[src/sv/sfd_pkg.sv]
`default_nettype none

package sfd_pkg;

    localparam int BUFFER_BYTES       = 64;
    localparam int PTR_W              = $clog2(BUFFER_BYTES);
    localparam int CNT_W              = PTR_W + 1;
    localparam int DATA_PAYLOAD_BYTES = 8;
    localparam int HDR_BYTES          = 5;

    localparam int CFG_IDX_W = 3;
    localparam logic [CFG_IDX_W-1:0] CFG_SYNC_FIRST  = 3'd0;
    localparam logic [CFG_IDX_W-1:0] CFG_SYNC_SECOND = 3'd1;
    localparam logic [CFG_IDX_W-1:0] CFG_ID_CONFIG   = 3'd2;
    localparam logic [CFG_IDX_W-1:0] CFG_ID_DATA     = 3'd3;
    localparam logic [CFG_IDX_W-1:0] CFG_ID_READ_ACK = 3'd4;
    localparam logic [CFG_IDX_W-1:0] CFG_ID_XRCE     = 3'd5;

    typedef enum logic [1:0] {
        KIND_CONFIG   = 2'd0,
        KIND_DATA     = 2'd1,
        KIND_READ_ACK = 2'd2,
        KIND_XRCE     = 2'd3
    } frame_kind_t;

endpackage

`default_nettype wire

[src/sv/sfd_ram.sv]
`default_nettype none

module sfd_ram #(
    parameter int WIDTH = 8,
    parameter int DEPTH = 64
) (
    input  wire logic                     clk,
    input  wire logic                     wr_en,
    input  wire logic [$clog2(DEPTH)-1:0] wr_addr,
    input  wire logic [WIDTH-1:0]         wr_data,
    input  wire logic                     rd_en,
    input  wire logic [$clog2(DEPTH)-1:0] rd_addr,
    output logic      [WIDTH-1:0]         rd_data
);

    logic [WIDTH-1:0] mem [DEPTH];

    always_ff @(posedge clk)
    begin
        if (wr_en)
        begin
            mem[wr_addr] <= wr_data;
        end
        if (rd_en)
        begin
            rd_data <= mem[rd_addr];
        end
    end

endmodule

`default_nettype wire

[src/sv/sync_framed_message_deframer_unit.sv]
// Sync-framed message deframer. Received bytes go into a 64-byte ring buffer
// (the oldest byte is dropped when it is full); a small sequencer then scans
// the buffer head for sync bytes, message id and frame size, drops one byte
// and rescans on a bad header, and reports each complete frame as one result
// per payload byte, or one result for a frame without payload. in_ready is
// high only while the sequencer is idle. The sequencer reads the buffer one
// header byte at a time through the single RAM read port, and reads each
// payload byte through the same port; an output stall holds it between
// payload bytes. The buffer needs no clearing after reset. The final result
// of a byte is held back one place so that it can carry the last flag;
// results leave through a one-entry output register.
`default_nettype none

module sync_framed_message_deframer_unit
    import sfd_pkg::*;
(
    input  wire logic                 clk,
    input  wire logic                 rst_n,
    input  wire logic                 in_valid,
    output logic                      in_ready,
    input  wire logic [7:0]           rx_byte,
    output logic                      out_valid,
    input  wire logic                 out_ready,
    output logic [1:0]                frame_kind,
    output logic [7:0]                command,
    output logic [15:0]               sequence_res,
    output logic [5:0]                payload_length,
    output logic                      payload_valid,
    output logic [7:0]                payload_byte,
    output logic [5:0]                byte_index,
    output logic                      frame_end,
    output logic                      last,
    input  wire logic                 cfg_we,
    input  wire logic [CFG_IDX_W-1:0] cfg_index,
    input  wire logic [7:0]           cfg_data
);

    typedef enum logic [2:0] {
        S_IDLE,
        S_SCAN,
        S_HDR,
        S_EVAL,
        S_PREQ,
        S_PCAP,
        S_FINISH
    } state_t;

    typedef struct packed {
        frame_kind_t kind;
        logic [7:0]  cmd;
        logic [15:0] seq;
        logic [5:0]  plen;
        logic        pvalid;
        logic [7:0]  pbyte;
        logic [5:0]  idx;
        logic        fend;
    } result_t;

    state_t            state_reg;
    logic [PTR_W-1:0]  head_reg;
    logic [CNT_W-1:0]  count_reg;
    logic [2:0]        hk_reg;
    logic [7:0]        hdr_reg [HDR_BYTES];
    logic [5:0]        pi_reg;
    frame_kind_t       kind_reg;
    logic [7:0]        cmd_reg;
    logic [15:0]       seq_reg;
    logic [5:0]        plen_reg;
    logic [CNT_W-1:0]  size_reg;
    result_t           pend_reg;
    logic              pend_valid_reg;
    result_t           out_reg;
    logic              out_valid_reg;
    logic              out_last_reg;

    logic [7:0] sync_first_reg;
    logic [7:0] sync_second_reg;
    logic [7:0] id_config_reg;
    logic [7:0] id_data_reg;
    logic [7:0] id_read_ack_reg;
    logic [7:0] id_xrce_reg;

    logic              ram_wr_en;
    logic [PTR_W-1:0]  ram_wr_addr;
    logic              ram_rd_en;
    logic [PTR_W-1:0]  ram_rd_addr;
    logic [7:0]        ram_rd_data;

    logic              in_xfer;
    logic              out_free;
    logic              can_push;
    logic              out_load;
    logic [2:0]        hdr_count;
    logic              sync_ok;
    logic              id_known;
    frame_kind_t       ev_kind;
    logic [15:0]       ev_le16;
    logic [16:0]       ev_size;
    logic              ev_wait;
    logic              ev_bad;
    logic              ev_short;
    logic [5:0]        ev_plen;
    logic [7:0]        ev_cmd;
    logic [15:0]       ev_seq;
    result_t           ev_result;
    result_t           pay_result;

    sfd_ram #(
        .WIDTH (8),
        .DEPTH (BUFFER_BYTES)
    ) u_buf (
        .clk     (clk),
        .wr_en   (ram_wr_en),
        .wr_addr (ram_wr_addr),
        .wr_data (rx_byte),
        .rd_en   (ram_rd_en),
        .rd_addr (ram_rd_addr),
        .rd_data (ram_rd_data)
    );

    assign in_ready    = (state_reg == S_IDLE);
    assign in_xfer     = in_valid && in_ready;
    assign out_free    = !out_valid_reg || out_ready;
    assign can_push    = !pend_valid_reg || out_free;
    assign ram_wr_en   = in_xfer;
    assign ram_wr_addr = head_reg + count_reg[PTR_W-1:0];
    assign hdr_count   = (count_reg >= CNT_W'(HDR_BYTES)) ? 3'(HDR_BYTES) : count_reg[2:0];

    // the held result moves into the output register this cycle
    assign out_load = pend_valid_reg && out_free
                      && (((state_reg == S_EVAL) && !ev_bad && !ev_short && (ev_plen == 6'd0))
                          || (state_reg == S_PCAP) || (state_reg == S_FINISH));

    always_comb
    begin
        ram_rd_en   = 1'b0;
        ram_rd_addr = head_reg + PTR_W'(hk_reg);
        if (state_reg == S_HDR)
        begin
            ram_rd_en = (hk_reg < hdr_count);
        end
        else if (state_reg == S_PREQ)
        begin
            ram_rd_en   = 1'b1;
            ram_rd_addr = head_reg + PTR_W'(HDR_BYTES) + PTR_W'(pi_reg);
        end
    end

    // header classification
    always_comb
    begin
        sync_ok  = (hdr_reg[0] == sync_first_reg) && (hdr_reg[1] == sync_second_reg);
        id_known = 1'b1;
        ev_kind  = KIND_CONFIG;
        priority if (hdr_reg[2] == id_config_reg)
        begin
            ev_kind = KIND_CONFIG;
        end
        else if (hdr_reg[2] == id_data_reg)
        begin
            ev_kind = KIND_DATA;
        end
        else if (hdr_reg[2] == id_read_ack_reg)
        begin
            ev_kind = KIND_READ_ACK;
        end
        else if (hdr_reg[2] == id_xrce_reg)
        begin
            ev_kind = KIND_XRCE;
        end
        else
        begin
            id_known = 1'b0;
        end

        ev_le16 = {hdr_reg[4], hdr_reg[3]};
        unique case (ev_kind)
            KIND_CONFIG:   ev_size = 17'd4;
            KIND_DATA:     ev_size = 17'(HDR_BYTES + DATA_PAYLOAD_BYTES);
            KIND_READ_ACK: ev_size = 17'(HDR_BYTES);
            KIND_XRCE:     ev_size = 17'(HDR_BYTES) + {1'b0, ev_le16};
            default:       ev_size = 17'd4;
        endcase

        ev_wait  = (ev_kind == KIND_XRCE) && (count_reg < CNT_W'(HDR_BYTES));
        ev_bad   = !sync_ok || !id_known
                   || (!ev_wait && (ev_size > 17'(BUFFER_BYTES)));
        ev_short = ev_wait || ({10'd0, count_reg} < ev_size);
        ev_plen  = ((ev_kind == KIND_DATA) || (ev_kind == KIND_XRCE))
                   ? 6'(ev_size - 17'(HDR_BYTES)) : 6'd0;
        ev_cmd   = (ev_kind == KIND_CONFIG) ? hdr_reg[3] : 8'd0;
        ev_seq   = ((ev_kind == KIND_DATA) || (ev_kind == KIND_READ_ACK)) ? ev_le16 : 16'd0;

        ev_result.kind   = ev_kind;
        ev_result.cmd    = ev_cmd;
        ev_result.seq    = ev_seq;
        ev_result.plen   = 6'd0;
        ev_result.pvalid = 1'b0;
        ev_result.pbyte  = 8'd0;
        ev_result.idx    = 6'd0;
        ev_result.fend   = 1'b1;

        pay_result.kind   = kind_reg;
        pay_result.cmd    = cmd_reg;
        pay_result.seq    = seq_reg;
        pay_result.plen   = plen_reg;
        pay_result.pvalid = 1'b1;
        pay_result.pbyte  = ram_rd_data;
        pay_result.idx    = pi_reg;
        pay_result.fend   = (pi_reg + 6'd1 == plen_reg);
    end

    always_ff @(posedge clk or negedge rst_n)
    begin
        if (!rst_n)
        begin
            sync_first_reg  <= '0;
            sync_second_reg <= '0;
            id_config_reg   <= '0;
            id_data_reg     <= '0;
            id_read_ack_reg <= '0;
            id_xrce_reg     <= '0;
        end
        else if (cfg_we)
        begin
            unique case (cfg_index)
                CFG_SYNC_FIRST:  sync_first_reg  <= cfg_data;
                CFG_SYNC_SECOND: sync_second_reg <= cfg_data;
                CFG_ID_CONFIG:   id_config_reg   <= cfg_data;
                CFG_ID_DATA:     id_data_reg     <= cfg_data;
                CFG_ID_READ_ACK: id_read_ack_reg <= cfg_data;
                CFG_ID_XRCE:     id_xrce_reg     <= cfg_data;
                default:         ;
            endcase
        end
    end

    always_ff @(posedge clk or negedge rst_n)
    begin
        if (!rst_n)
        begin
            state_reg      <= S_IDLE;
            head_reg       <= '0;
            count_reg      <= '0;
            hk_reg         <= '0;
            pi_reg         <= '0;
            kind_reg       <= KIND_CONFIG;
            cmd_reg        <= '0;
            seq_reg        <= '0;
            plen_reg       <= '0;
            size_reg       <= '0;
            pend_reg       <= '0;
            pend_valid_reg <= 1'b0;
            out_reg        <= '0;
            out_valid_reg  <= 1'b0;
            out_last_reg   <= 1'b0;
            for (int i = 0; i < HDR_BYTES; i++)
            begin
                hdr_reg[i] <= '0;
            end
        end
        else
        begin
            if (out_valid_reg && out_ready && !out_load)
            begin
                out_valid_reg <= 1'b0;
            end

            unique case (state_reg)
                S_IDLE:
                begin
                    if (in_xfer)
                    begin
                        if (count_reg == CNT_W'(BUFFER_BYTES))
                        begin
                            head_reg <= head_reg + PTR_W'(1);
                        end
                        else
                        begin
                            count_reg <= count_reg + CNT_W'(1);
                        end
                        state_reg <= S_SCAN;
                    end
                end

                S_SCAN:
                begin
                    hk_reg <= '0;
                    if (count_reg < CNT_W'(3))
                    begin
                        state_reg <= S_FINISH;
                    end
                    else
                    begin
                        state_reg <= S_HDR;
                    end
                end

                S_HDR:
                begin
                    if (hk_reg != 3'd0)
                    begin
                        hdr_reg[hk_reg - 3'd1] <= ram_rd_data;
                    end
                    if (hk_reg == hdr_count)
                    begin
                        state_reg <= S_EVAL;
                    end
                    else
                    begin
                        hk_reg <= hk_reg + 3'd1;
                    end
                end

                S_EVAL:
                begin
                    if (ev_bad)
                    begin
                        head_reg  <= head_reg + PTR_W'(1);
                        count_reg <= count_reg - CNT_W'(1);
                        state_reg <= S_SCAN;
                    end
                    else if (ev_short)
                    begin
                        state_reg <= S_FINISH;
                    end
                    else if (ev_plen == 6'd0)
                    begin
                        // frame without payload: a single result
                        if (can_push)
                        begin
                            if (pend_valid_reg)
                            begin
                                out_reg       <= pend_reg;
                                out_last_reg  <= 1'b0;
                                out_valid_reg <= 1'b1;
                            end
                            pend_reg       <= ev_result;
                            pend_valid_reg <= 1'b1;
                            head_reg       <= head_reg + ev_size[PTR_W-1:0];
                            count_reg      <= count_reg - ev_size[CNT_W-1:0];
                            state_reg      <= S_SCAN;
                        end
                    end
                    else
                    begin
                        kind_reg  <= ev_kind;
                        cmd_reg   <= ev_cmd;
                        seq_reg   <= ev_seq;
                        plen_reg  <= ev_plen;
                        size_reg  <= ev_size[CNT_W-1:0];
                        pi_reg    <= '0;
                        state_reg <= S_PREQ;
                    end
                end

                S_PREQ:
                begin
                    state_reg <= S_PCAP;
                end

                S_PCAP:
                begin
                    if (can_push)
                    begin
                        if (pend_valid_reg)
                        begin
                            out_reg       <= pend_reg;
                            out_last_reg  <= 1'b0;
                            out_valid_reg <= 1'b1;
                        end
                        pend_reg       <= pay_result;
                        pend_valid_reg <= 1'b1;
                        if (pay_result.fend)
                        begin
                            head_reg  <= head_reg + size_reg[PTR_W-1:0];
                            count_reg <= count_reg - size_reg;
                            state_reg <= S_SCAN;
                        end
                        else
                        begin
                            pi_reg    <= pi_reg + 6'd1;
                            state_reg <= S_PREQ;
                        end
                    end
                end

                S_FINISH:
                begin
                    if (!pend_valid_reg)
                    begin
                        state_reg <= S_IDLE;
                    end
                    else if (out_free)
                    begin
                        out_reg        <= pend_reg;
                        out_last_reg   <= 1'b1;
                        out_valid_reg  <= 1'b1;
                        pend_valid_reg <= 1'b0;
                        state_reg      <= S_IDLE;
                    end
                end

                default:
                begin
                    state_reg <= S_IDLE;
                end
            endcase
        end
    end

    assign out_valid      = out_valid_reg;
    assign frame_kind     = out_reg.kind;
    assign command        = out_reg.cmd;
    assign sequence_res   = out_reg.seq;
    assign payload_length = out_reg.plen;
    assign payload_valid  = out_reg.pvalid;
    assign payload_byte   = out_reg.pbyte;
    assign byte_index     = out_reg.idx;
    assign frame_end      = out_reg.fend;
    assign last           = out_last_reg;

endmodule

`default_nettype wire

[config.mk]
export PLATFORM = sky130hd
export DESIGN_NAME = sync_framed_message_deframer_unit
export DESIGN_NICKNAME = d
export VERILOG_FILES = /design/src/sv/sfd_pkg.sv /design/src/sv/sfd_ram.sv /design/src/sv/sync_framed_message_deframer_unit.sv
export SDC_FILE = /design/constraint.sdc
export NUM_CORES = 1
export LEC_CHECK = 0
export BUFFER_PORTS_ARGS = -buffer_cell sky130_fd_sc_hd__buf_2
export CORE_ASPECT_RATIO = 1.75
export CORE_MARGIN = 5
export CORE_UTILIZATION = 60
export DETAILED_ROUTE_END_ITERATION = 10
export PLACE_DENSITY = 0.74
export REMOVE_ABC_BUFFERS = 1
export SYNTH_ARGS = -nofsm -noshare
export SYNTH_HDL_FRONTEND = slang
export SYNTH_SLANG_ARGS = --single-unit
[constraint.sdc]
create_clock -name clk -period 7.1 [get_ports clk]
set_clock_uncertainty 0.2 [all_clocks]
set_input_delay 1.065 -clock clk [delete_from_list [all_inputs] [get_ports clk]]
set_output_delay 1.065 -clock clk [all_outputs]
set_load 0.01 [all_outputs]
Word-level counts from Yosys, hierarchy flattened. Memory sizes are Yosys's and may differ from the RTL's. A register that Yosys moved wholly into a read port is not among the register bits. Cells that the tools add are included.

Register bits: 251. Bits in writable memories: 512. Input bits: 24. Logic and storage cells: 264. Memories: 1.

$add $sub $neg: 16. Magnitude comparators: 8. Eq/ne operators: 43. Muxes and demuxes: 98. Bitwise gates (word level): 4. Reductions and logical operators: 54.

Memory list: u_buf.mem (depth 64, bits a word 8, read ports 1, clocked after memory_dff 1, write ports 1, line sfd_ram.sv:16) `logic [WIDTH-1:0] mem [DEPTH];`.

Operators by type and width (number): $mux 48 (12); $pmux 48 s3 (1); $mux 6 (16); $pmux 48 s2 (1); $pmux 17 s4 (1); $mux 7 (8); $eq 8x8->1 (6); $bwmux 40 (1); $mux 3 (13); $mux 1 (29); $add 6x6->6 (4); $demux 8 s3 (1); $ne 2x2->1 const B (11); $pmux 3 s7 (1); $pmux 7 s3 (1); $pmux 6 s3 (1); $reduce_and 6->1 (3); $add 3x16->17 const A (1); $gt 17x7->1 const B (1); $lt 7x17->1 (1); $mux 16 (1); $mux 8 (2); $reduce_and 2->1 (8); $reduce_and 8->1 (2); other kinds (43) (97).

Logic depth before layout (Yosys ltp).
Depth after elaboration: 26. Gate-level depth with buffers: 33.

Modules after synthesis. A second synthesis with hierarchy kept.

Cell total of the unflattened synthesis: 2205. Area total of the unflattened synthesis: 33732.4 µm².

By module, submodules not included: sfd_ram (times used 1, cells each 972, area an instance 20270.7 µm², seq. area each 15615.0 µm²); sync_framed_message_deframer_unit (times used 1, cells each 1233, area an instance 13461.7 µm², seq. area each 6281.0 µm²).

Worst setup path before layout. OpenSTA, ideal clock, no wires.

Path kind: reg2reg. From: register hdr_reg[23] (netlist bit). To: register count_reg[6]. Library setup time: 79 ps. Arrival: 5727 ps. Slack: 1094 ps. Cell stages (with the launch flop): 32. Path buffers: 3. Path through: dfrtp_1 > clkbuf_1 > xor2_1 > nor4_1 > nand2_1 > nand3_1 > a21o_1 > buf_2 > inv_1 > ha_1 > a21oi_1 > o21a_1 > nor2_1 > inv_1 > ha_1 > nand2_1 > nand4b_1 > nor3_2 > o21ai_2 > clkbuf_1 > o21ai_0 > o21ai_0 > fa_1 > a21o_1 > a21oi_1 > o21bai_1 > a21o_1 > mux2_2 > a31oi_1 > o211ai_1 > nor3_1 > xor2_1.

Cells in the longest elaborated chain, start to end: 13. Elaborated cells on any way between the ends: 40. Classes of those cells: add/sub (2); order compare (2); eq/ne (10); mux (15); reduce/logical (11).

RTL lines: start, declared (line sync_framed_message_deframer_unit.sv:63) `logic [7:0] hdr_reg [HDR_BYTES];`; start signal, assigned by index (line sync_framed_message_deframer_unit.sv:303) `hdr_reg[hk_reg - 3'd1] <= ram_rd_data;`; $eq 8x8->1 (line sync_framed_message_deframer_unit.sv:167) `else if (hdr_reg[2] == id_xrce_reg)`; $mux 2 (line sync_framed_message_deframer_unit.sv:167); $mux 2 (line sync_framed_message_deframer_unit.sv:163) `else if (hdr_reg[2] == id_read_ack_reg)`; $mux 2 (line sync_framed_message_deframer_unit.sv:159) `else if (hdr_reg[2] == id_data_reg)`; $mux 2 * (line sync_framed_message_deframer_unit.sv:155) `priority if (hdr_reg[2] == id_config_reg)`; named net ev_kind[0] (line sync_framed_message_deframer_unit.sv:96) `frame_kind_t ev_kind;`; $eq 2x2->1, or another cell as far along (line sync_framed_message_deframer_unit.sv:177) `unique case (ev_kind)`; $pmux 17 s4 * (line sync_framed_message_deframer_unit.sv:177); named net ev_size[0] (line sync_framed_message_deframer_unit.sv:98) `logic [16:0] ev_size;`; $sub 7x7->7 (line sync_framed_message_deframer_unit.sv:341) `count_reg <= count_reg - ev_size[CNT_W-1:0];`; $mux 7 (line sync_framed_message_deframer_unit.sv:330) `if (can_push)`; $mux 7 (line sync_framed_message_deframer_unit.sv:327) `else if (ev_plen == 6'd0)`; $mux 7 (line sync_framed_message_deframer_unit.sv:323) `else if (ev_short)`; $mux 7 (line sync_framed_message_deframer_unit.sv:317) `if (ev_bad)`; $pmux 7 s3 (line sync_framed_message_deframer_unit.sv:269) `unique case (state_reg)`; end signal, assigned (line sync_framed_message_deframer_unit.sv:280) `count_reg <= count_reg + CNT_W'(1);`; end signal, assigned (line sync_framed_message_deframer_unit.sv:320) `count_reg <= count_reg - CNT_W'(1);`; end signal, assigned (line sync_framed_message_deframer_unit.sv:341); end, declared (line sync_framed_message_deframer_unit.sv:61) `logic [CNT_W-1:0] count_reg;`.

The timed path passes the listed nets; every way through them passes the cells marked *. The select of a mux whose other input is x is not followed. A chain may end at the register's enable or synchronous reset.

Worst setup path after layout.
From: register hdr_reg[22] (netlist bit). To: register count_reg[6].

Same word-level chain as after synthesis.

==> results.tsv <==
metric	value	unit
status	finished, final reports clean	
post-route clock period utilization	0.947	
I/O pins	75	
Final Hold Fails	0	
aggregate global routing overflow	0	
cell with the most instances after synthesis	sky130_fd_sc_hd__nand2_1	
insertion delay to the later sink of the worst-skew pair	0.62	ns
max_cap viols	0	
fraction of synthesized cell area taken by the top area cell type	0.456	
number of nets still failing antenna checks after routing	0	
detailed-route via count	22091	
share of async-settable or async-resettable flops after synthesis	0.326	
first-pass detailed-route iteration total	6	
die extent in x	191	microns
number of clock sinks	771	
power density over the cells	460	nW/um^2
pin count of the biggest net entering global routing	186	
start-to-end type of the worst setup path	reg2reg	
highest fanout seen on the critical path	7	
number of enable flip-flop cells after synthesis	520	
# H-tree levels	3	
Gate Count Post-Synth	2748	
max-slew violation total from the final report	0	
Initial Utilization	0.602	
critical register-to-register path endpoint	count_reg[6]	
number of clock buffers inserted by TritonCTS	68	
Die Span Y	326	microns
# diodes	0	
setup TNS	0	ns
clk root buf	sky130_fd_sc_hd__clkbuf_16	
dpl cell area	35300	sq um
first-pass GRT wire length	130	mm
largest area contributor in the netlist	sky130_fd_sc_hd__edfxtp_1	
global-route total usage across every layer	0.268	
minimum clock period	6.73	ns
CP arrival	7.06	ns
sequential fraction of the synthesis area	0.639	
number of filler instances in the final layout	4205	
number of flip-flops in the largest register	512	
warning count from the yosys run	0	
Worst EP required	7.44	ns
vias in the first global route	22810	
Nets	2849	
Yosys cell types	72	
number of cell instances on the worst register-to-register path	31	
final setup vio count	0	
type of destination of the critical path	flop	
top cells by area in the synthesized netlist	sky130_fd_sc_hd__edfxtp_1 46%, sky130_fd_sc_hd__dfrtp_1 18%, sky130_fd_sc_hd__mux2_2 6.7%	
cell area after technology mapping	34200	sq um
detail-routed via count per cell	6.16	
Synth Area per Inst	12.5	sq um
core region area	56900	sq um
hold bufs inserted after CTS	0	
total half-perimeter wirelength after legalization and detailed placement	53.3	mm
share of cells above drive strength 1	0.164	
Slowest Stage Delay on Critical Path	0.58	ns
RSZ-0062 raised after global routing	false	
worst r2r src	hdr_reg[22]	
final core utilization	0.660	
deepest clock path buffer count	3	
ranking of synthesized cells by instance count	573 x sky130_fd_sc_hd__nand2_1, 520 x sky130_fd_sc_hd__edfxtp_1, 251 x sky130_fd_sc_hd__dfrtp_1	
Final GP Congestion	0.933	
VDD IR-drop max	518	uV
Die Footprint	62100	sq um
total leakage power	15.0	nW
slew at the pin with the worst max-slew slack	1.11	ns
residual DRC count	0	
primary flip-flop cell chosen by synthesis mapping	sky130_fd_sc_hd__edfxtp_1	
summed area of non-filler cells in the final layout	37500	sq um
register bit total from synthesis	771	
row count	116	
Critical Path Most Common Cell	sky130_fd_sc_hd__nand2_1	
min-delay worst type	in2async	
Highest Clock Rate	0.149	GHz
violation count after the first detailed-routing iteration	1782	
IO buf count	74	
Total Routed Length	83.2	mm
Routed WL per cell	23.2	microns
antenna violations before repair	0	
register-to-register setup slack	0.37	ns
Worst-path clk slew	0.07	ns
sort of element at the start of the critical path	flop	
cell with the largest stage delay on the worst path	sky130_fd_sc_hd__nor4_1	
Area Growth Syn to Fin	9.60	%
max-slew headroom at the worst pin	0.252	
clock tree from TritonCTS	done	
## critical path: cells and delay by family (launching register included)
family	cells	cell delay [ns]
buf+inv	3	0.27
flops	1	0.47
mux	1	0.29
fa+ha+maj	4	1.18
xor+xnor	2	0.37
compound gates	10	1.70
simple gates	11	2.15
## where the power goes
group          switching, mW  total (mW)  internal [mW]  leakage, nW
combinational           5.30        7.87           2.57         5.97
clock                   1.66        3.66           2.01         1.06
sequential             0.479        5.71           5.23         7.98
## worst max path at each step
stage          slack, ns    startpoint          endpoint
6_report            0.37   hdr_reg[22]      count_reg[6]
5_1_grt             0.02   hdr_reg[17]      count_reg[6]
4_1_cts             0.48   hdr_reg[22]      count_reg[6]
3_5_place_dp        0.52   hdr_reg[17]      count_reg[6]
3_3_place_gp        0.68   hdr_reg[17]      count_reg[6]
2_1_floorplan      -4.48  state_reg[1]  u_buf.rd_data[0]
## final cells by class
class	instances	area, sq um	area share
clock buffers	88	1840	0.0490
clock inverters	34	348	0.00927
inverters	40	150	0.00400
multi-input cells	1778	11700	0.311
flip-flops and latches	771	21900	0.583
well taps	767	960	0.0256
repair buffers	107	678	0.0181
## repair_timing
action,4_1_cts,5_1_grt
setup endpoints to repair,0,1
buffers inserted,0,0
gates resized for setup,0,1
## metal layers
metal	GRT usage	vias to the layer above	part of all wire
met3	0.0363	279	0.056
met4	0.172	0	0.075
met2	0.478	955	0.53
li1	-	10013	-
met1	0.299	10844	0.34
met5	0	-	0
## cells in the final DEF, fill, tap and decap left out, types with 36 or more instances in the layout
cell / instances
sky130_fd_sc_hd__inv_1: 39
sky130_fd_sc_hd__xnor2_1: 41
sky130_fd_sc_hd__mux2_2: 203
sky130_fd_sc_hd__nand2_1: 573
sky130_fd_sc_hd__a21o_1: 36
sky130_fd_sc_hd__dfrtp_1: 251
sky130_fd_sc_hd__xor2_1: 58
sky130_fd_sc_hd__a311oi_1: 96
sky130_fd_sc_hd__edfxtp_1: 520
sky130_fd_sc_hd__ha_1: 53
sky130_fd_sc_hd__clkbuf_16: 70
sky130_fd_sc_hd__nor2_1: 111
sky130_fd_sc_hd__nand3_1: 151
sky130_fd_sc_hd__buf_2: 73
sky130_fd_sc_hd__a21oi_1: 65
sky130_fd_sc_hd__a31oi_1: 41
sky130_fd_sc_hd__and3_1: 87
## metrics by stage
stage	setup slack [ns]	instances	power (mW)	hold slack [ns]
finish	0.374	3585	17.3	0.201
global route	0.0173	3585	18.2	0.232
CTS	0.477	3585	17.2	0.196
detailed placement	0.522	3463	13.6	0.256
global placement	0.681	3463	13.4	0.260
floorplan	-4.48	2589	10.7	0.239
## cells by family (layout without fill, tap and decap cells)
kind of cell,count (synthesis),in the layout,synth area share
AO/OA/AOI/OAI,344,344,0.0725
XOR/XNOR,100,100,0.0256
adder cells (fa/ha/maj),59,59,0.0229
buffers and inverters,199,269,0.0235
flip-flops,771,771,0.639
multiplexers,247,247,0.0831
AND/OR/NAND/NOR,1028,1028,0.133
(Power assumes the default switching activity.)
